<file path="src/design/miu_pkg.sv">
package miu_pkg;

   // Width of the value, the modulus and the inverse.
   localparam int WIDTH = 31;
   // Signed width of the Bezout coefficients; their magnitude never exceeds the modulus.
   localparam int COEF_W = WIDTH + 2;
   // Width of the quotient bit counter of the restoring divider.
   localparam int CNT_W = $clog2(WIDTH);
   // Configuration port geometry.
   localparam int ADDR_W = 3;
   localparam int DATA_W = 32;
   localparam logic [ADDR_W-1:0] ADDR_MODULUS = ADDR_W'(0);
   localparam logic [WIDTH-1:0] MODULUS_RESET = WIDTH'(29);

   typedef enum logic [2:0] {
      ST_IDLE,
      ST_TEST,
      ST_DIVIDE,
      ST_UPDATE,
      ST_FINISH
   } state_type;

   // Commands from the controller to the datapath.
   typedef struct packed {
      logic load;
      logic div_init;
      logic div_step;
      logic update;
      logic emit;
   } cmd_type;

   // Status from the datapath to the controller.
   typedef struct packed {
      logic r1_zero;
   } status_type;

endpackage

</file>
<file path="src/design/miu_ctrl.sv">
module miu_ctrl
   import miu_pkg::*;
(
   input  logic       clock,
   input  logic       reset,
   input  logic       start,
   input  status_type status,
   output cmd_type    cmd,
   output logic       busy
);

   state_type state_ff, state_in;
   logic [CNT_W-1:0] cnt_ff, cnt_in;

   always_ff @(posedge clock) begin
      if (reset) begin
         state_ff <= ST_IDLE;
         cnt_ff   <= '0;
      end else begin
         state_ff <= state_in;
         cnt_ff   <= cnt_in;
      end
   end

   always_comb begin
      state_in = state_ff;
      cnt_in   = cnt_ff;
      cmd      = '0;
      busy     = 1'b1;
      unique case (state_ff)
         ST_IDLE: begin
            busy = 1'b0;
            if (start) begin
               cmd.load = 1'b1;
               state_in = ST_TEST;
            end
         end
         ST_TEST: begin
            if (status.r1_zero) begin
               state_in = ST_FINISH;
            end else begin
               cmd.div_init = 1'b1;
               cnt_in       = '0;
               state_in     = ST_DIVIDE;
            end
         end
         ST_DIVIDE: begin
            cmd.div_step = 1'b1;
            cnt_in       = cnt_ff + CNT_W'(1);
            if (cnt_ff == CNT_W'(WIDTH - 1)) begin
               state_in = ST_UPDATE;
            end
         end
         ST_UPDATE: begin
            cmd.update = 1'b1;
            state_in   = ST_TEST;
         end
         ST_FINISH: begin
            cmd.emit = 1'b1;
            state_in = ST_IDLE;
         end
         default: begin
            state_in = ST_IDLE;
         end
      endcase
   end

endmodule

</file>
<file path="src/design/miu_datapath.sv">
module miu_datapath
   import miu_pkg::*;
(
   input  logic             clock,
   input  logic             reset,
   input  cmd_type          cmd,
   input  logic [WIDTH-1:0] value,
   input  logic [WIDTH-1:0] modulus,
   output status_type       status,
   output logic             rsp_valid,
   output logic [WIDTH-1:0] rsp_inverse_value,
   output logic             rsp_exists
);

   logic [WIDTH-1:0] r0_ff, r0_in, r1_ff, r1_in, n_ff, n_in;
   logic [WIDTH-1:0] dvd_ff, dvd_in, rem_ff, rem_in;
   logic signed [COEF_W-1:0] s0_ff, s0_in, s1_ff, s1_in, acc_ff, acc_in;
   logic valid_ff;
   logic [WIDTH-1:0] inv_ff, inv_in;
   logic exists_ff, exists_in;

   logic [WIDTH:0] rem_sh, rem_sub;
   logic           ge;
   logic signed [COEF_W-1:0] mag;
   logic [WIDTH:0] coef_lo, mag_lo, n_ext;

   // One restoring division step; the product q * s1 builds up MSB first alongside.
   always_comb begin
      rem_sh  = {rem_ff, dvd_ff[WIDTH-1]};
      rem_sub = rem_sh - {1'b0, r1_ff};
      ge      = rem_sh >= {1'b0, r1_ff};
   end

   always_comb begin
      r0_in  = r0_ff;
      r1_in  = r1_ff;
      n_in   = n_ff;
      s0_in  = s0_ff;
      s1_in  = s1_ff;
      dvd_in = dvd_ff;
      rem_in = rem_ff;
      acc_in = acc_ff;
      if (cmd.load) begin
         r0_in = value;
         r1_in = modulus;
         n_in  = modulus;
         s0_in = COEF_W'(1);
         s1_in = '0;
      end
      if (cmd.div_init) begin
         dvd_in = r0_ff;
         rem_in = '0;
         acc_in = '0;
      end
      if (cmd.div_step) begin
         dvd_in = dvd_ff << 1;
         rem_in = ge ? rem_sub[WIDTH-1:0] : rem_sh[WIDTH-1:0];
         acc_in = (acc_ff <<< 1) + (ge ? s1_ff : COEF_W'(0));
      end
      if (cmd.update) begin
         r0_in = r1_ff;
         r1_in = rem_ff;
         s0_in = s1_ff;
         s1_in = s0_ff - acc_ff;
      end
   end

   // Non-negative residue of the final coefficient; its magnitude is at most the modulus.
   always_comb begin
      mag     = -s0_ff;
      coef_lo = s0_ff[WIDTH:0];
      mag_lo  = mag[WIDTH:0];
      n_ext   = {1'b0, n_ff};
      exists_in = (n_ff != '0) && (r0_ff == WIDTH'(1));
      inv_in    = '0;
      if (exists_in) begin
         if (s0_ff[COEF_W-1]) begin
            if ((mag_lo == n_ext) || (mag_lo == '0)) begin
               inv_in = '0;
            end else begin
               inv_in = n_ff - mag_lo[WIDTH-1:0];
            end
         end else if (coef_lo >= n_ext) begin
            inv_in = coef_lo[WIDTH-1:0] - n_ff;
         end else begin
            inv_in = coef_lo[WIDTH-1:0];
         end
      end
   end

   always_ff @(posedge clock) begin
      r0_ff  <= r0_in;
      r1_ff  <= r1_in;
      n_ff   <= n_in;
      s0_ff  <= s0_in;
      s1_ff  <= s1_in;
      dvd_ff <= dvd_in;
      rem_ff <= rem_in;
      acc_ff <= acc_in;
      if (cmd.emit) begin
         inv_ff    <= inv_in;
         exists_ff <= exists_in;
      end
   end

   always_ff @(posedge clock) begin
      if (reset) begin
         valid_ff <= 1'b0;
      end else begin
         valid_ff <= cmd.emit;
      end
   end

   assign status.r1_zero    = (r1_ff == '0);
   assign rsp_valid         = valid_ff;
   assign rsp_inverse_value = inv_ff;
   assign rsp_exists        = exists_ff;

endmodule

</file>
<file path="src/design/modular_inverse_unit_core.sv">
// Channel   Handshake                       Payload
// request   start / busy (taken: start & !busy)   req_value
// response  rsp_valid, one cycle, no stall        rsp_inverse_value, rsp_exists
// config    APB write, pready tied high           paddr, pwdata, prdata
//
// An item runs from acceptance to its response word through a series of Euclid steps
// (at most about 46 for 31-bit operands), each in ST_TEST, ST_DIVIDE and ST_UPDATE.
// Each step is set by the bit-serial restoring divider, one quotient bit a cycle.
// Reset is synchronous and active high; it idles the controller and loads modulus 29.
// The response word is shown for one cycle; the receiver cannot hold it off.
module modular_inverse_unit_core
   import miu_pkg::*;
(
   input  logic              clock,
   input  logic              reset,
   input  logic              start,
   output logic              busy,
   input  logic [WIDTH-1:0]  req_value,
   output logic              rsp_valid,
   output logic [WIDTH-1:0]  rsp_inverse_value,
   output logic              rsp_exists,
   input  logic              psel,
   input  logic              penable,
   input  logic              pwrite,
   input  logic [ADDR_W-1:0] paddr,
   input  logic [DATA_W-1:0] pwdata,
   output logic [DATA_W-1:0] prdata,
   output logic              pready
);

   // The modulus register; bits above the field width in the written word are dropped.
   logic [WIDTH-1:0] modulus_ff, modulus_in;
   logic             cfg_write;

   cmd_type    cmd;
   status_type status;

   assign pready    = 1'b1;
   assign cfg_write = psel && penable && pwrite && pready;

   always_comb begin
      modulus_in = modulus_ff;
      if (cfg_write && (paddr == ADDR_MODULUS)) begin
         modulus_in = pwdata[WIDTH-1:0];
      end
   end

   always_ff @(posedge clock) begin
      if (reset) begin
         modulus_ff <= MODULUS_RESET;
      end else begin
         modulus_ff <= modulus_in;
      end
   end

   // Reads of unmapped addresses return zero.
   assign prdata = (paddr == ADDR_MODULUS) ? DATA_W'(modulus_ff) : '0;

   // The controller sequences the Euclid steps; it owns the busy flag.
   miu_ctrl u_ctrl (
      .clock  (clock),
      .reset  (reset),
      .start  (start),
      .status (status),
      .cmd    (cmd),
      .busy   (busy)
   );

   // The datapath holds the remainders, the coefficients and the serial divider.
   miu_datapath u_datapath (
      .clock             (clock),
      .reset             (reset),
      .cmd               (cmd),
      .value             (req_value),
      .modulus           (modulus_ff),
      .status            (status),
      .rsp_valid         (rsp_valid),
      .rsp_inverse_value (rsp_inverse_value),
      .rsp_exists        (rsp_exists)
   );

   // An accepted word keeps the block busy on the next cycle.
   a_busy_after_start: assert property (@(posedge clock) disable iff (reset)
      start && !busy |=> busy)
      else $error("block not busy after accepting a word");

   // Every response word stands for exactly one cycle.
   a_single_response: assert property (@(posedge clock) disable iff (reset)
      rsp_valid |=> !rsp_valid)
      else $error("response word shown for more than one cycle");

   // With no inverse the returned value is zero.
   a_zero_without_inverse: assert property (@(posedge clock) disable iff (reset)
      rsp_valid && !rsp_exists |-> rsp_inverse_value == '0)
      else $error("nonzero inverse reported without an inverse");

   // A returned inverse is fully reduced below the modulus.
   a_inverse_reduced: assert property (@(posedge clock) disable iff (reset)
      rsp_valid && rsp_exists |-> rsp_inverse_value < modulus_ff)
      else $error("inverse not reduced below the modulus");

endmodule
</file>
<file path="config.mk">
export PLATFORM = sky130hd
export DESIGN_NAME = modular_inverse_unit_core
export DESIGN_NICKNAME = d
export VERILOG_FILES = /design/src/design/miu_pkg.sv /design/src/design/miu_ctrl.sv /design/src/design/miu_datapath.sv /design/src/design/modular_inverse_unit_core.sv
export SDC_FILE = /design/constraint.sdc
export NUM_CORES = 1
export LEC_CHECK = 0
export BUFFER_PORTS_ARGS = -buffer_cell sky130_fd_sc_hd__buf_2
export CAP_MARGIN = 10
export CORE_AREA = 2 2 265 136
export DETAILED_ROUTE_END_ITERATION = 12
export DIE_AREA = 0 0 267 138
export HOLD_SLACK_MARGIN = 0.03
export MAX_ROUTING_LAYER = met4
export PLACE_DENSITY = 0.92
export SLEW_MARGIN = 30
export SYNTH_ARGS = -nofsm -noshare
export SYNTH_HDL_FRONTEND = slang
export SYNTH_SLANG_ARGS = --single-unit
</file>
<file path="constraint.sdc">
create_clock -name clock -period 27.5 [get_ports clock]
set_input_delay 1.375 -clock clock [delete_from_list [all_inputs] [get_ports clock]]
set_output_delay 1.375 -clock clock [all_outputs]
set_load 0.005 [all_outputs]
</file>
==> results by group <==
Floorplan
  – I/O pin count: between 100 and 150
  – Row cnt: between 40 and 50
  – Initial Util: between 60 and 70%
  – Core area: 35000 um^2
  – Die Area: 36800 um^2
  – Die Height: ~140 um
  – Chip width: 267 um

Pwr
  – Seq pwr share: 41.7%
  – Internal power: 0.989 mW
  – Pwr Density: 61.0 nW/um^2
  – Switching Share: between 30% and 40%
  – Peak VDD IR: 0.0539 mV
  – Psw: 0.499 mW
  – Combinational Power Share: 28.6%
  – Total leakage power: 10.3 nW
  – Clock network power share: 29.8%

Cells and area
  – Nets: about 2700
  – Multi-input gate area: approximately 12000 um^2
  – Fin cells: ~3000
  – Layout cell share with drive strength beyond 1: about a tenth
  – Area grow syn2layout: 9.67%
  – FF+latch area: 9380 um^2
  – Final-layout fill cell count: 2520

Setup path
  – CP cell instances: inv_1 > ha_1 > fa_1 > nor2b_1 > o31a_1 > o311a_1 > o311a_1 > o41ai_2 > nand3_1 > a31o_2 > and2_1 > ha_1 > fa_1 > a211oi_1 > o21ai_0 > a21boi_1 > o31ai_1 > a41oi_1 > nor3_1 > nor4_1 > o21ai_0 > xnor2_1 > nor2_1
  – Reg2reg start: u_datapath.dvd_ff[30]
  – Crit path max-delay cell type: edfxtp_1
  – FF-to-FF path depth: 23
  – CP max stage delay: 0.56 ns
  – CP Capture Type: register
  – CP startpoint: u_datapath.dvd_ff[30]
  – WP data required: 27.83 ns
  – Worst-path fanout max: 21
  – Reg2Reg Setup Slack: 20.57 ns
  – WS Path Type: reg -> reg
  – Reg2reg end: u_datapath.acc_ff[31]
  – Crit start category: register
  – Arrival @ worst endpoint: 7.26 ns

Min path
  – Hold EP: u_datapath.n_ff[27]
  – Worst hold path type: reg -> reg
  – HP Start: modulus_ff[27]
  – Cell depth of the worst hold path: 0

Synthesis
  – Synth Area in Compound Gates: 17.0%
  – Syn Inst Count: approximately 2400
  – Async SR Flop Fraction: 0%
  – Simple-Gate Fraction of Synth Area: between 10% and 20%
  – XOR/XNOR Fraction of Synth Area: between 5 and 6%
  – Most frequent cell after synthesis: edfxtp_1
  – Syn nets: 2633
  – EDFF count, synth: 285
  – Top cell type's share of synthesized area: roughly two fifths
  – Synth Cell Area: 22200 um^2
  – Cell accounting for the most synthesized area: edfxtp_1
  – Ys flop type: edfxtp_1
  – Largest cells by area after synthesis: edfxtp_1, ha_1, nand2_1
  – Yosys cell types: 88
  – Synth warnings: 0
  – Adder-Cell Fraction of Synth Area: 9.34%
  – Most instantiated cells after synthesis: edfxtp_1, nand2_1, nor2_1
  – Sequential area share after synthesis: approximately 42%
  – Synth Register Bits: 326
  – Largest family of logic cells by synthesized area: simple AND/OR/NAND/NOR gates
  – Post-synthesis mux area share: 2.03%
  – Mapped Avg Cell Area: 9.27 um^2

Timing
  – Final setup vio count: 0
  – Worst hold margin: 0.500 ns
  – Max frequency: 144 MHz
  – RSZ-0062 raised after global routing: no
  – Clock Skews: 0.0400 ns
  – Tcrit/Tclk final: between 20% and 30%
  – Rel. slew slack: 38.0%
  – Worst Tran Pin Value: 0.930 ns
  – Endpoints failing hold: 0
  – Min cycle time layout: just under 7 ns
  – Max-slew violations: 0
  – Setup TNS: 0 ns

Clock network
  – Setup Buffers After CTS: 0
  – Clk Latency, worst-skew pair: slightly above 0.6 ns
  – Total CTS buffers: 30
  – Root Buffer: clkbuf_16
  – CTS tree: yes
  – Clock slew at reported path FFs: 0.07 ns
  – Maximum buffer depth of the clock tree: 3
  – Cts repair resizes: 0
  – Clock sink total: 326
  – Hold Buf Count CTS: 0
  – # H-tree levels: 1

Global routing
  – First-pass GRT wire length: between 100000 and 150000 um
  – Total grt overflow: 0
  – GRT Overall Usage: 37.6%
  – Initial antenna violation count: 1
  – Vias in the first global route: 17600
  – Largest net degree at the start of global routing: 86

Route
  – Routed Antenna Nets: 0
  – DR vias: just under 20000
  – DRC violations left: 0
  – WL per Instance: 23.0 um
  – Router iterations before antenna repair: 6
  – Final wirelength: 69100 um
  – Vias per Instance: 6.58
  – 1st-iter DRT viols: 2964

Place
  – Dpl hpwl: 52100 um
  – Number of port buffers: 135
  – Placed cell count: ~3000
  – Routability Congestion: a little over 1

Outcome
  – Outcome: finished, final reports clean

Run
  – # Max-Cap Violations: 0
## kinds of logic (layout without fill, tap and decap cells)
logic type,after synthesis,count (layout)
AO/OA/AOI/OAI,586,586
XOR/XNOR,148,148
adder cells (fa/ha/maj),163,163
buffers and inverters,234,350
flip-flops,326,326
multiplexers,45,45
other,2,6
AND/OR/NAND/NOR,894,894
## worst max path at each step
stage	endpoint	slack, ns	depth (start not counted)
after global routing	u_datapath.acc_ff[31]	20.13	23
after detailed placement	u_datapath.acc_ff[31]	20.84	23
after global placement	u_datapath.acc_ff[31]	20.99	23
after CTS	u_datapath.acc_ff[31]	20.79	23
after floorplan	u_datapath.r0_ff[0]	16.35	2
final	u_datapath.acc_ff[31]	20.57	23
## metal layers
layer,up-vias,track usage (%),part of all wire (%)
met5,-,-,0
met3,154,13.1,17
met2,1430,47.8,38
met1,9299,56.7,42
met4,0,8.01,2.6
li1,8871,-,-
## critical path, delay by kind of cell (launching register included)
| family | cells | cell delay, ns |
|---|---|---|
| AOI/OAI and AO/OA | 11 | 3.46 |
| adders and majority gates | 4 | 1.16 |
| and+or+nand+nor | 6 | 1.14 |
| DFF | 1 | 0.56 |
| buffers and inverters | 1 | 0.12 |
| xor gates and xnor gates | 1 | 0.22 |
## registers in the layout, summed over array words and instances (netlist names), 31 cells and up
name                          count
u_datapath.acc_ff                33
u_datapath.s0_ff                 33
u_datapath.s1_ff                 33
modulus_ff                       31
u_datapath.dvd_ff                31
u_datapath.n_ff                  31
u_datapath.r0_ff                 31
u_datapath.r1_ff                 31
u_datapath.rem_ff                31
u_datapath.rsp_inverse_value     31
## layout make-up
class | count | area share, %
tap | 484 | 2.48
inverter | 141 | 2.18
multi-input combinational | 1838 | 49.2
clock buffer | 43 | 3.79
timing repair buffer | 153 | 3.36
antenna | 4 | 0.0411
clock inverter | 13 | 0.482
sequential | 326 | 38.5
## power groups by stage
stage	Clock [mW]	Sequential [mW]	Combinational, mW
floorplan	0	0.616	0.310
global placement	0	0.624	0.388
detailed placement	0	0.627	0.404
CTS	0.442	0.617	0.409
global route	0.459	0.621	0.460
finish	0.443	0.620	0.425
## placed cells by master (no fill, tap or decap), types with 12 or more instances in the layout
| master | Yosys | final |
|---|---|---|
| a211oi_1 | 43 | 43 |
| a21o_1 | 51 | 51 |
| a21oi_1 | 153 | 153 |
| a22o_1 | 31 | 31 |
| a31oi_1 | 30 | 29 |
| and2_1 | 108 | 108 |
| and3_1 | 14 | 14 |
| buf_2 | 8 | 135 |
| buf_4 | 2 | 16 |
| clkbuf_16 | 0 | 34 |
| dfxtp_1 | 41 | 41 |
| edfxtp_1 | 285 | 285 |
| ha_1 | 158 | 158 |
| inv_1 | 141 | 140 |
| mux2i_1 | 45 | 45 |
| nand2_1 | 279 | 279 |
| nand2b_1 | 18 | 18 |
| nand3_1 | 37 | 37 |
| nand4_1 | 34 | 34 |
| nor2_1 | 233 | 229 |
| nor2b_1 | 22 | 22 |
| nor3_1 | 40 | 39 |
| nor4_1 | 35 | 35 |
| o211ai_1 | 12 | 12 |
| o21a_1 | 25 | 25 |
| o21ai_0 | 129 | 128 |
| o21bai_1 | 20 | 20 |
| o22ai_1 | 20 | 20 |
| or3_1 | 20 | 20 |
| xnor2_1 | 84 | 84 |
| xor2_1 | 64 | 64 |
## through the flow
stage          instance area [um^2]  utilization (%)  power [mW]  setup slack, ns
2_1_floorplan                 22200                -       0.926            16.35
3_3_place_gp                  23300             66.6        1.01            20.99
3_5_place_dp                  23300             66.6        1.03            20.84
4_1_cts                       24400             69.6        1.47            20.79
5_1_grt                       24400             69.6        1.54            20.13
6_report                      24400             69.6        1.49            20.57
Note: power is estimated with default switching activity, not from simulation.
